**config.mk**
```make
export PLATFORM = sky130hd
export DESIGN_NAME = dual_timer_with_prescale
export DESIGN_NICKNAME = d
export VERILOG_FILES = /design/src/sv/dtp_pkg.sv /design/src/sv/dtp_core.sv /design/src/sv/dtp_out_queue.sv /design/src/sv/dual_timer_with_prescale.sv
export SDC_FILE = /design/constraint.sdc
export NUM_CORES = 1
export LEC_CHECK = 0
export ABC_AREA = 1
export BUFFER_PORTS_ARGS = -buffer_cell sky130_fd_sc_hd__buf_2
export CORE_ASPECT_RATIO = 0.6
export CORE_MARGIN = 3
export CORE_UTILIZATION = 45
export CTS_BUF_LIST = sky130_fd_sc_hd__clkbuf_4
export DETAILED_ROUTE_END_ITERATION = 10
export HOLD_SLACK_MARGIN = 0.05
export PLACE_DENSITY = 0.63
export SYNTH_ARGS = -nofsm -noshare
export SYNTH_HDL_FRONTEND = slang
export SYNTH_HIERARCHICAL = 1
export SYNTH_SLANG_ARGS = --single-unit
```
**constraint.sdc**
```tcl
create_clock -name clk -period 3.35 [get_ports clk]
set_input_delay 0.67 -clock clk [delete_from_list [all_inputs] [get_ports clk]]
set_output_delay 0.67 -clock clk [all_outputs]
set_load 0.01 [all_outputs]
```
**src/sv/dtp_pkg.sv**
```systemverilog
// Package for the dual prescaled timer: payload types, codes and constants.
package dtp_pkg;

    // Request types
    localparam logic [1:0] REQ_TICK  = 2'd0;
    localparam logic [1:0] REQ_WRITE = 2'd1;
    localparam logic [1:0] REQ_READ  = 2'd2;

    // Register addresses
    localparam logic [2:0] ADDR_LOW0  = 3'd0;
    localparam logic [2:0] ADDR_HIGH0 = 3'd1;
    localparam logic [2:0] ADDR_LOW1  = 3'd2;
    localparam logic [2:0] ADDR_HIGH1 = 3'd3;
    localparam logic [2:0] ADDR_CTRL  = 3'd4;

    // Configuration register indexes
    localparam logic [1:0] CFG_MODE    = 2'd0;
    localparam logic [1:0] CFG_T0_FAST = 2'd1;
    localparam logic [1:0] CFG_T1_FAST = 2'd2;

    // Timer modes
    localparam logic [1:0] MODE_13BIT  = 2'd0;
    localparam logic [1:0] MODE_16BIT  = 2'd1;
    localparam logic [1:0] MODE_RELOAD = 2'd2;
    localparam logic [1:0] MODE_SPLIT  = 2'd3;

    // Control nibble bit positions
    localparam int CTL_RUN0  = 0;
    localparam int CTL_FLAG0 = 1;
    localparam int CTL_RUN1  = 2;
    localparam int CTL_FLAG1 = 3;

    localparam logic [3:0] SLOW_DIVIDE   = 4'd12;
    localparam logic [4:0] LOW13_MAX     = 5'h1f;
    localparam logic [7:0] BYTE_MAX      = 8'hff;

    typedef struct packed {
        logic [1:0] req_type;
        logic [2:0] reg_addr;
        logic [7:0] wdata;
    } dtp_req_t;

    typedef struct packed {
        logic [7:0] rdata;
        logic       ovf0_flag;
        logic       ovf1_flag;
    } dtp_rsp_t;

    typedef struct packed {
        logic       we;
        logic [1:0] index;
        logic [7:0] data;
    } dtp_cfg_wr_t;

endpackage

```
**src/sv/dtp_core.sv**
```systemverilog
// Timer state, configuration registers and the single-pass step logic.
module dtp_core
    import dtp_pkg::*;
(
    input  logic        clk,
    input  logic        rst_n,
    input  dtp_cfg_wr_t cfg_wr,
    input  logic        accept,
    input  dtp_req_t    req,
    output dtp_rsp_t    rsp
);

    typedef struct packed {
        logic [7:0] lo;
        logic [7:0] hi;
        logic       ovf;
    } step_t;

    logic [7:0] mode_reg;
    logic       t0_fast_reg;
    logic       t1_fast_reg;
    logic [7:0] lo0_reg, hi0_reg, lo1_reg, hi1_reg;
    logic [7:0] lo0_next, hi0_next, lo1_next, hi1_next;
    logic [3:0] ctl_reg, ctl_next;
    logic [3:0] div0_reg, div0_next;
    logic [3:0] div1_reg, div1_next;

    // One count in modes 0 to 2
    function automatic step_t count_step(input logic [1:0] mode, input logic [7:0] lo,
                                         input logic [7:0] hi);
        step_t      s;
        logic [5:0] v5;
        logic [8:0] v8;
        logic [8:0] h8;
        s  = '{lo: lo, hi: hi, ovf: 1'b0};
        v5 = {1'b0, lo[4:0]} + 6'd1;
        v8 = {1'b0, lo} + 9'd1;
        h8 = {1'b0, hi} + 9'd1;
        if (mode == MODE_13BIT)
        begin
            s.lo = {lo[7:5], v5[4:0]};
            if (v5[5])
            begin
                s.hi  = h8[7:0];
                s.ovf = h8[8];
            end
        end
        else if (mode == MODE_16BIT)
        begin
            s.lo = v8[7:0];
            if (v8[8])
            begin
                s.hi  = h8[7:0];
                s.ovf = h8[8];
            end
        end
        else
        begin
            s.lo  = v8[8] ? hi : v8[7:0];
            s.ovf = v8[8];
        end
        return s;
    endfunction

    always_ff @(posedge clk or negedge rst_n)
    begin
        if (!rst_n)
        begin
            mode_reg    <= '0;
            t0_fast_reg <= 1'b0;
            t1_fast_reg <= 1'b0;
        end
        else if (cfg_wr.we)
        begin
            unique case (cfg_wr.index)
                CFG_MODE:    mode_reg    <= cfg_wr.data;
                CFG_T0_FAST: t0_fast_reg <= cfg_wr.data[0];
                CFG_T1_FAST: t1_fast_reg <= cfg_wr.data[0];
                default:     ;
            endcase
        end
    end

    always_comb
    begin
        logic [3:0] d0_inc, d1_inc;
        logic       fire0, fire1;
        logic       hold0, hold1;
        logic [1:0] m0, m1;
        logic [8:0] sum;
        step_t      s;
        logic [7:0] rd;

        lo0_next  = lo0_reg;
        hi0_next  = hi0_reg;
        lo1_next  = lo1_reg;
        hi1_next  = hi1_reg;
        ctl_next  = ctl_reg;
        div0_next = div0_reg;
        div1_next = div1_reg;

        m0     = mode_reg[1:0];
        m1     = mode_reg[5:4];
        hold0  = |mode_reg[3:2];
        hold1  = |mode_reg[7:6];
        d0_inc = div0_reg + 4'd1;
        d1_inc = div1_reg + 4'd1;
        fire0  = t0_fast_reg || (d0_inc >= SLOW_DIVIDE);
        fire1  = t1_fast_reg || (d1_inc >= SLOW_DIVIDE);
        sum    = '0;
        s      = '0;

        if (accept)
        begin
            unique case (req.req_type)
                REQ_TICK:
                begin
                    if (!t0_fast_reg)
                        div0_next = (d0_inc >= SLOW_DIVIDE) ? 4'd0 : d0_inc;
                    if (!t1_fast_reg)
                        div1_next = (d1_inc >= SLOW_DIVIDE) ? 4'd0 : d1_inc;

                    // timer 0, including both halves of split mode
                    if (fire0)
                    begin
                        if (m0 == MODE_SPLIT)
                        begin
                            if (!hold0 && ctl_reg[CTL_RUN0])
                            begin
                                sum      = {1'b0, lo0_reg} + 9'd1;
                                lo0_next = sum[7:0];
                                if (sum[8])
                                    ctl_next[CTL_FLAG0] = 1'b1;
                            end
                            if (ctl_reg[CTL_RUN1])
                            begin
                                sum      = {1'b0, hi0_reg} + 9'd1;
                                hi0_next = sum[7:0];
                                if (sum[8])
                                    ctl_next[CTL_FLAG1] = 1'b1;
                            end
                        end
                        else if (!hold0 && ctl_reg[CTL_RUN0])
                        begin
                            s        = count_step(m0, lo0_reg, hi0_reg);
                            lo0_next = s.lo;
                            hi0_next = s.hi;
                            if (s.ovf)
                                ctl_next[CTL_FLAG0] = 1'b1;
                        end
                    end

                    // timer 1: no flag while timer 0 is split
                    if (fire1 && !hold1 && (m1 != MODE_SPLIT) && ctl_reg[CTL_RUN1])
                    begin
                        s        = count_step(m1, lo1_reg, hi1_reg);
                        lo1_next = s.lo;
                        hi1_next = s.hi;
                        if (s.ovf && (m0 != MODE_SPLIT))
                            ctl_next[CTL_FLAG1] = 1'b1;
                    end
                end
                REQ_WRITE:
                begin
                    unique case (req.reg_addr)
                        ADDR_LOW0:  lo0_next = req.wdata;
                        ADDR_HIGH0: hi0_next = req.wdata;
                        ADDR_LOW1:  lo1_next = req.wdata;
                        ADDR_HIGH1: hi1_next = req.wdata;
                        ADDR_CTRL:  ctl_next = req.wdata[7:4];
                        default:    ;
                    endcase
                end
                default: ;
            endcase
        end

        // read-back after the step
        unique case (req.reg_addr)
            ADDR_LOW0:  rd = lo0_next;
            ADDR_HIGH0: rd = hi0_next;
            ADDR_LOW1:  rd = lo1_next;
            ADDR_HIGH1: rd = hi1_next;
            ADDR_CTRL:  rd = {ctl_next, 4'b0000};
            default:    rd = '0;
        endcase

        rsp.rdata     = ((req.req_type == REQ_WRITE) || (req.req_type == REQ_READ)) ? rd : 8'd0;
        rsp.ovf0_flag = ctl_next[CTL_FLAG0];
        rsp.ovf1_flag = ctl_next[CTL_FLAG1];
    end

    always_ff @(posedge clk or negedge rst_n)
    begin
        if (!rst_n)
        begin
            lo0_reg  <= '0;
            hi0_reg  <= '0;
            lo1_reg  <= '0;
            hi1_reg  <= '0;
            ctl_reg  <= '0;
            div0_reg <= '0;
            div1_reg <= '0;
        end
        else
        begin
            lo0_reg  <= lo0_next;
            hi0_reg  <= hi0_next;
            lo1_reg  <= lo1_next;
            hi1_reg  <= hi1_next;
            ctl_reg  <= ctl_next;
            div0_reg <= div0_next;
            div1_reg <= div1_next;
        end
    end

`ifndef SYNTHESIS
    a_div0_range: assert property (@(posedge clk) disable iff (!rst_n)
        div0_reg < SLOW_DIVIDE)
        else $error("divider 0 out of range");

    a_div1_range: assert property (@(posedge clk) disable iff (!rst_n)
        div1_reg < SLOW_DIVIDE)
        else $error("divider 1 out of range");

    a_ctrl_write: assert property (@(posedge clk) disable iff (!rst_n)
        (accept && (req.req_type == REQ_WRITE) && (req.reg_addr == ADDR_CTRL))
        |=> (ctl_reg == $past(req.wdata[7:4])))
        else $error("control write not taken");

    a_idle_hold: assert property (@(posedge clk) disable iff (!rst_n)
        (!accept && !cfg_wr.we) |=> ($stable(ctl_reg) && $stable(div0_reg)
        && $stable(lo0_reg) && $stable(lo1_reg)))
        else $error("state moved without a request");
`endif

endmodule

```
**src/sv/dtp_out_queue.sv**
```systemverilog
// Two-entry result queue between the step logic and the response channel.
module dtp_out_queue
    import dtp_pkg::*;
(
    input  logic     clk,
    input  logic     rst_n,
    input  logic     push,
    input  dtp_rsp_t push_data,
    output logic     full,
    output logic     rsp_valid,
    input  logic     rsp_stall,
    output dtp_rsp_t rsp
);

    dtp_rsp_t   q0_reg, q1_reg;
    logic [1:0] cnt_reg;
    logic       pop;

    assign rsp_valid = (cnt_reg != 2'd0);
    assign full      = (cnt_reg == 2'd2);
    assign pop       = rsp_valid && !rsp_stall;
    assign rsp       = q0_reg;

    always_ff @(posedge clk or negedge rst_n)
    begin
        if (!rst_n)
            cnt_reg <= '0;
        else if (push && !pop)
            cnt_reg <= cnt_reg + 2'd1;
        else if (pop && !push)
            cnt_reg <= cnt_reg - 2'd1;
    end

    always_ff @(posedge clk)
    begin
        if (push && pop)
        begin
            if (cnt_reg == 2'd1)
                q0_reg <= push_data;
            else
            begin
                q0_reg <= q1_reg;
                q1_reg <= push_data;
            end
        end
        else if (push)
        begin
            if (cnt_reg == 2'd0)
                q0_reg <= push_data;
            else
                q1_reg <= push_data;
        end
        else if (pop)
            q0_reg <= q1_reg;
    end

`ifndef SYNTHESIS
    a_no_overflow: assert property (@(posedge clk) disable iff (!rst_n)
        full |-> !push)
        else $error("push into full queue");

    a_cnt_range: assert property (@(posedge clk) disable iff (!rst_n)
        cnt_reg != 2'd3)
        else $error("queue count out of range");

    a_push_empty: assert property (@(posedge clk) disable iff (!rst_n)
        (push && (cnt_reg == 2'd0)) |=> (rsp == $past(push_data)))
        else $error("result lost at head");
`endif

endmodule

```
**src/sv/dual_timer_with_prescale.sv**
```systemverilog
// Top level of the dual 8051-style timer with per-timer prescale.
// Responses are registered: each is pushed into the response queue at the accepting edge.
// Throughput: one request per cycle unless the response queue is full; the step is one
// pass of logic into the timer state, and the two-entry response queue keeps requests
// flowing while a response waits.
// Reset: rst_n clears counters, control, dividers, configuration and the queue at once.
module dual_timer_with_prescale
    import dtp_pkg::*;
(
    input  logic       clk,
    input  logic       rst_n,
    // configuration write port
    input  logic       cfg_we,
    input  logic [1:0] cfg_index,
    input  logic [7:0] cfg_data,
    // request channel
    input  logic       req_valid,
    output logic       req_stall,
    input  dtp_req_t   req,
    // response channel
    output logic       rsp_valid,
    input  logic       rsp_stall,
    output dtp_rsp_t   rsp
);

    dtp_cfg_wr_t cfg_wr;
    dtp_rsp_t    step_rsp;
    logic        accept;
    logic        q_full;

    assign cfg_wr = '{we: cfg_we, index: cfg_index, data: cfg_data};

    // Stall only when both queue entries hold responses; it never looks at rsp_stall
    // in the same cycle, so the two sides stay decoupled.
    assign req_stall = q_full;
    assign accept    = req_valid && !req_stall;

    // Timer state and step logic: the state updates at the accepting edge and the
    // response for that request is captured at the same edge.
    dtp_core u_core (
        .clk    (clk),
        .rst_n  (rst_n),
        .cfg_wr (cfg_wr),
        .accept (accept),
        .req    (req),
        .rsp    (step_rsp)
    );

    // Response registers, two deep.
    dtp_out_queue u_queue (
        .clk       (clk),
        .rst_n     (rst_n),
        .push      (accept),
        .push_data (step_rsp),
        .full      (q_full),
        .rsp_valid (rsp_valid),
        .rsp_stall (rsp_stall),
        .rsp       (rsp)
    );

endmodule

```
==> results by group <==
Status
  – Outcome: finished, final reports clean

Finish
  – Reg area: ~2000 sq um
  – NumNets Final: 988
  – Layout cells sized above 1: 0.130
  – Fin area: 6530 sq um
  – Finished Core Util: 0.503
  – # diodes: 0
  – Layout Cells excl Fill: about 1.1k
  – Fill cells: ~1.4k
  – Commonest cells after routing, fill and taps aside: 289 x nand2_1, 131 x inv_1, 85 x nand3_1, 65 x nor2_1, 64 x o21ai_0
  – Layout overhead on the synthesized area: 7.90%
  – Multi-input gate area: between 3000 and 4000 sq um
  – Leading cell type in the layout, fill and taps excluded: nand2_1

Setup path
  – Kind of critical path: reg -> reg
  – Instance count on the critical path: 19
  – Cell Chain, Critical Path: inv_1 -> ha_1 -> nor2_2 -> nand2_1 -> inv_1 -> nor2_4 -> inv_1 -> buf_4 -> o21ai_0 -> inv_1 -> nand2_1 -> nand3_1 -> nand3_1 -> nor2_1 -> a21oi_2 -> inv_1 -> nand2_1 -> nand3_1 -> nand2_1
  – Slowest stage delay, CP: 0.41 ns
  – Crit-path slowest cell: dfrtp_1
  – Crit path max fanout: 14
  – Arrival time worst endpoint: 3.20 ns
  – Worst path bufs/invs: 6
  – CP Launch Type: flip-flop
  – R2R depth: 19
  – Most used cell, CP: inv_1
  – Cell class contributing the biggest share of worst-path delay: buffers and inverters
  – FF-to-FF setup slack: 0.38 ns
  – FF-to-FF Start: u_queue/cnt_reg[0]
  – Critical Path RT: about 3.6 ns
  – Crit. End Element: flip-flop
  – Reg2reg end: u_queue/rsp[8]

Drt
  – Via count: around 6.1k
  – Drt first pass iters: 6
  – Routed Antenna Nets: 0
  – Post-DR vias/cell: ~5.4
  – Final WL: around 18000 um
  – Iter 0 DRT Violations: 640
  – Residual DRC: 0
  – Drt wl/cell: 16.3 um

Place
  – Pre-CTS WS: 0.352 ns
  – Placer Congestion: 0.942
  – Placed instance count: ~1.1k
  – Port Buffers: 39
  – Dpl hpwl: around 14000 um
  – Area post-placement: 6360 sq um

Pwr
  – Internal: 2.44 mW
  – Sequential share of power: 0.390
  – Switching portion of total power: 0.478
  – Combinational share of power: 0.466
  – Sw Pwr: roughly 2.2 mW
  – Leakage: 3.34 nW
  – Clock share of power: 0.144
  – Maximum VDD drop: 0.369 mV
  – Tot Pwr: around 4.7 mW
  – Pwr dens: 718 nW/um^2

Clock tree
  – Post-CTS Hold Fix Bufs: 0
  – Postcts setup bufs: 0
  – Clock Tree Buf Depth: 2
  – Clock Tree Root: clkbuf_4
  – Skew-Pair Late Insertion Delay: 0.47 ns
  – Resize count post-CTS: 0
  – Reg clk slew, reported paths: around 0.15 ns
  – H-tree depth: 3
  – Clk sink count: 76
  – CTS Buf Count: 9
  – CTS tree: done

Synth
  – Primary FF master, synth: dfrtp_1
  – Yosys Warn Count: 6
  – Synth unique cells: between 40 and 50
  – Register area share after synthesis: 0.331
  – Cell taking the most area after synthesis: dfrtp_1
  – Top cell type's share of synthesized area: 0.232
  – Flops & latches, synth: between 70 and 80
  – Mean Syn Cell Area: 6.64 sq um
  – Top cells by area, synth: dfrtp_1 23%, nand2_1 18%, edfxtp_1 9.9%, inv_1 8.1%, nand3_1 7.0%
  – Synth async-reset ratio: 0.737
  – EDFF count, synth: 20
  – Mapped cell area: slightly above 6000 sq um
  – Cells after Synth: 911
  – Syn_nets: around 950

Timing
  – Worst setup margin: 0.382 ns
  – Sum Neg Setup Slack: 0 ns
  – Tmin final: between 2 and 3 ns
  – # setup viols final: 0
  – Tcrit/Tclk final: 0.886
  – Final hold vios: 0
  – RSZ-0062 raised after global routing: no
  – Fin Hold WS: 0.233 ns
  – Final Skew: 0.0216 ns
  – Slew @ Worst Pin: 0.697 ns
  – Max-slew headroom: 0.535
  – Final-report max-slew violation count: 0
  – Max Fclk: 337 MHz

Global route
  – Vias in the first global route: between 5k and 6k
  – Remaining global-route overflow: 0
  – GRT Total Usage: 0.249
  – Largest net degree at the start of global routing: 33
  – First-pass GRT wire length: between 20000 and 30000 um
  – Initial antenna violation count: 0

Floorplan
  – Row count: 32
  – Core Region: about 13000 sq um
  – Die height: 95.8 um
  – Starting Density: 0.466
  – Die X: 156 um
  – I/O Pins: 40
  – Die area: about 15000 sq um

Run
  – Number of max-cap violations: 0

Min path
  – Worst hold path type: in -> async
==> final cells by class <==
type / instances / share of cell area
clock buffers: 9 / 0.0104
inverters: 139 / 0.0799
multi-input cells: 668 / 0.510
clock inverters: 7 / 0.0148
flip-flops and latches: 76 / 0.307
repair buffers: 53 / 0.0460
well taps: 170 / 0.0326
==> worst max path at each step <==
stage | to | slack (ns) | startpoint
global placement | u_queue/rsp[2] | 0.37 | req[12]
finish | u_queue/rsp[8] | 0.38 | u_queue/cnt_reg[0]
CTS | u_queue/rsp[8] | 0.46 | u_queue/cnt_reg[0]
global route | u_queue/rsp[8] | 0.06 | u_queue/cnt_reg[0]
floorplan | u_queue/rsp[7] | 0.78 | u_queue/cnt_reg[0]
detailed placement | u_queue/rsp[8] | 0.35 | req[12]
==> kinds of logic (layout without fill, tap and decap cells) <==
family          after synthesis  in the layout  synth area share
buf+inv                     167            208             0.119
simple gates                492            492             0.361
xor+xnor                      4              4           0.00579
flops                        76             76             0.331
mux                           4              4           0.00745
fa+ha+maj                    13             13            0.0269
compound gates              155            155             0.149
==> power by group through the flow <==
stage | logic [mW] | clock network (mW) | registers, mW
6_report | 2.18 | 0.673 | 1.83
5_1_grt | 2.47 | 0.729 | 1.88
4_1_cts | 2.15 | 0.693 | 1.81
3_5_place_dp | 2.13 | 0 | 1.83
3_3_place_gp | 2.14 | 0 | 1.84
2_1_floorplan | 1.61 | 0 | 1.71
==> per-layer routing <==
layer  share of wire  routed length (um)  global-route usage
met4          0.0088                 162              0.0495
met5               0                   0                   0
met2            0.37                6850               0.323
met3            0.11                2050              0.0723
met1            0.51                9250               0.397
==> cell usage after synthesis (5+ instances only) <==
cell	number
inv_2	8
nor2_4	7
o211ai_1	5
nor2_1	65
nand2_2	7
nand2_4	5
buf_2	8
o21ai_1	6
o21ai_0	64
a21oi_2	8
buf_4	6
nand3b_1	5
o22ai_1	5
nand4_1	11
edfxtp_1	20
dfrtp_1	56
inv_1	131
nand3_2	7
a21boi_0	7
ha_1	13
a21oi_1	45
nand2_1	289
nand3_1	85
(Power assumes the default switching activity.)
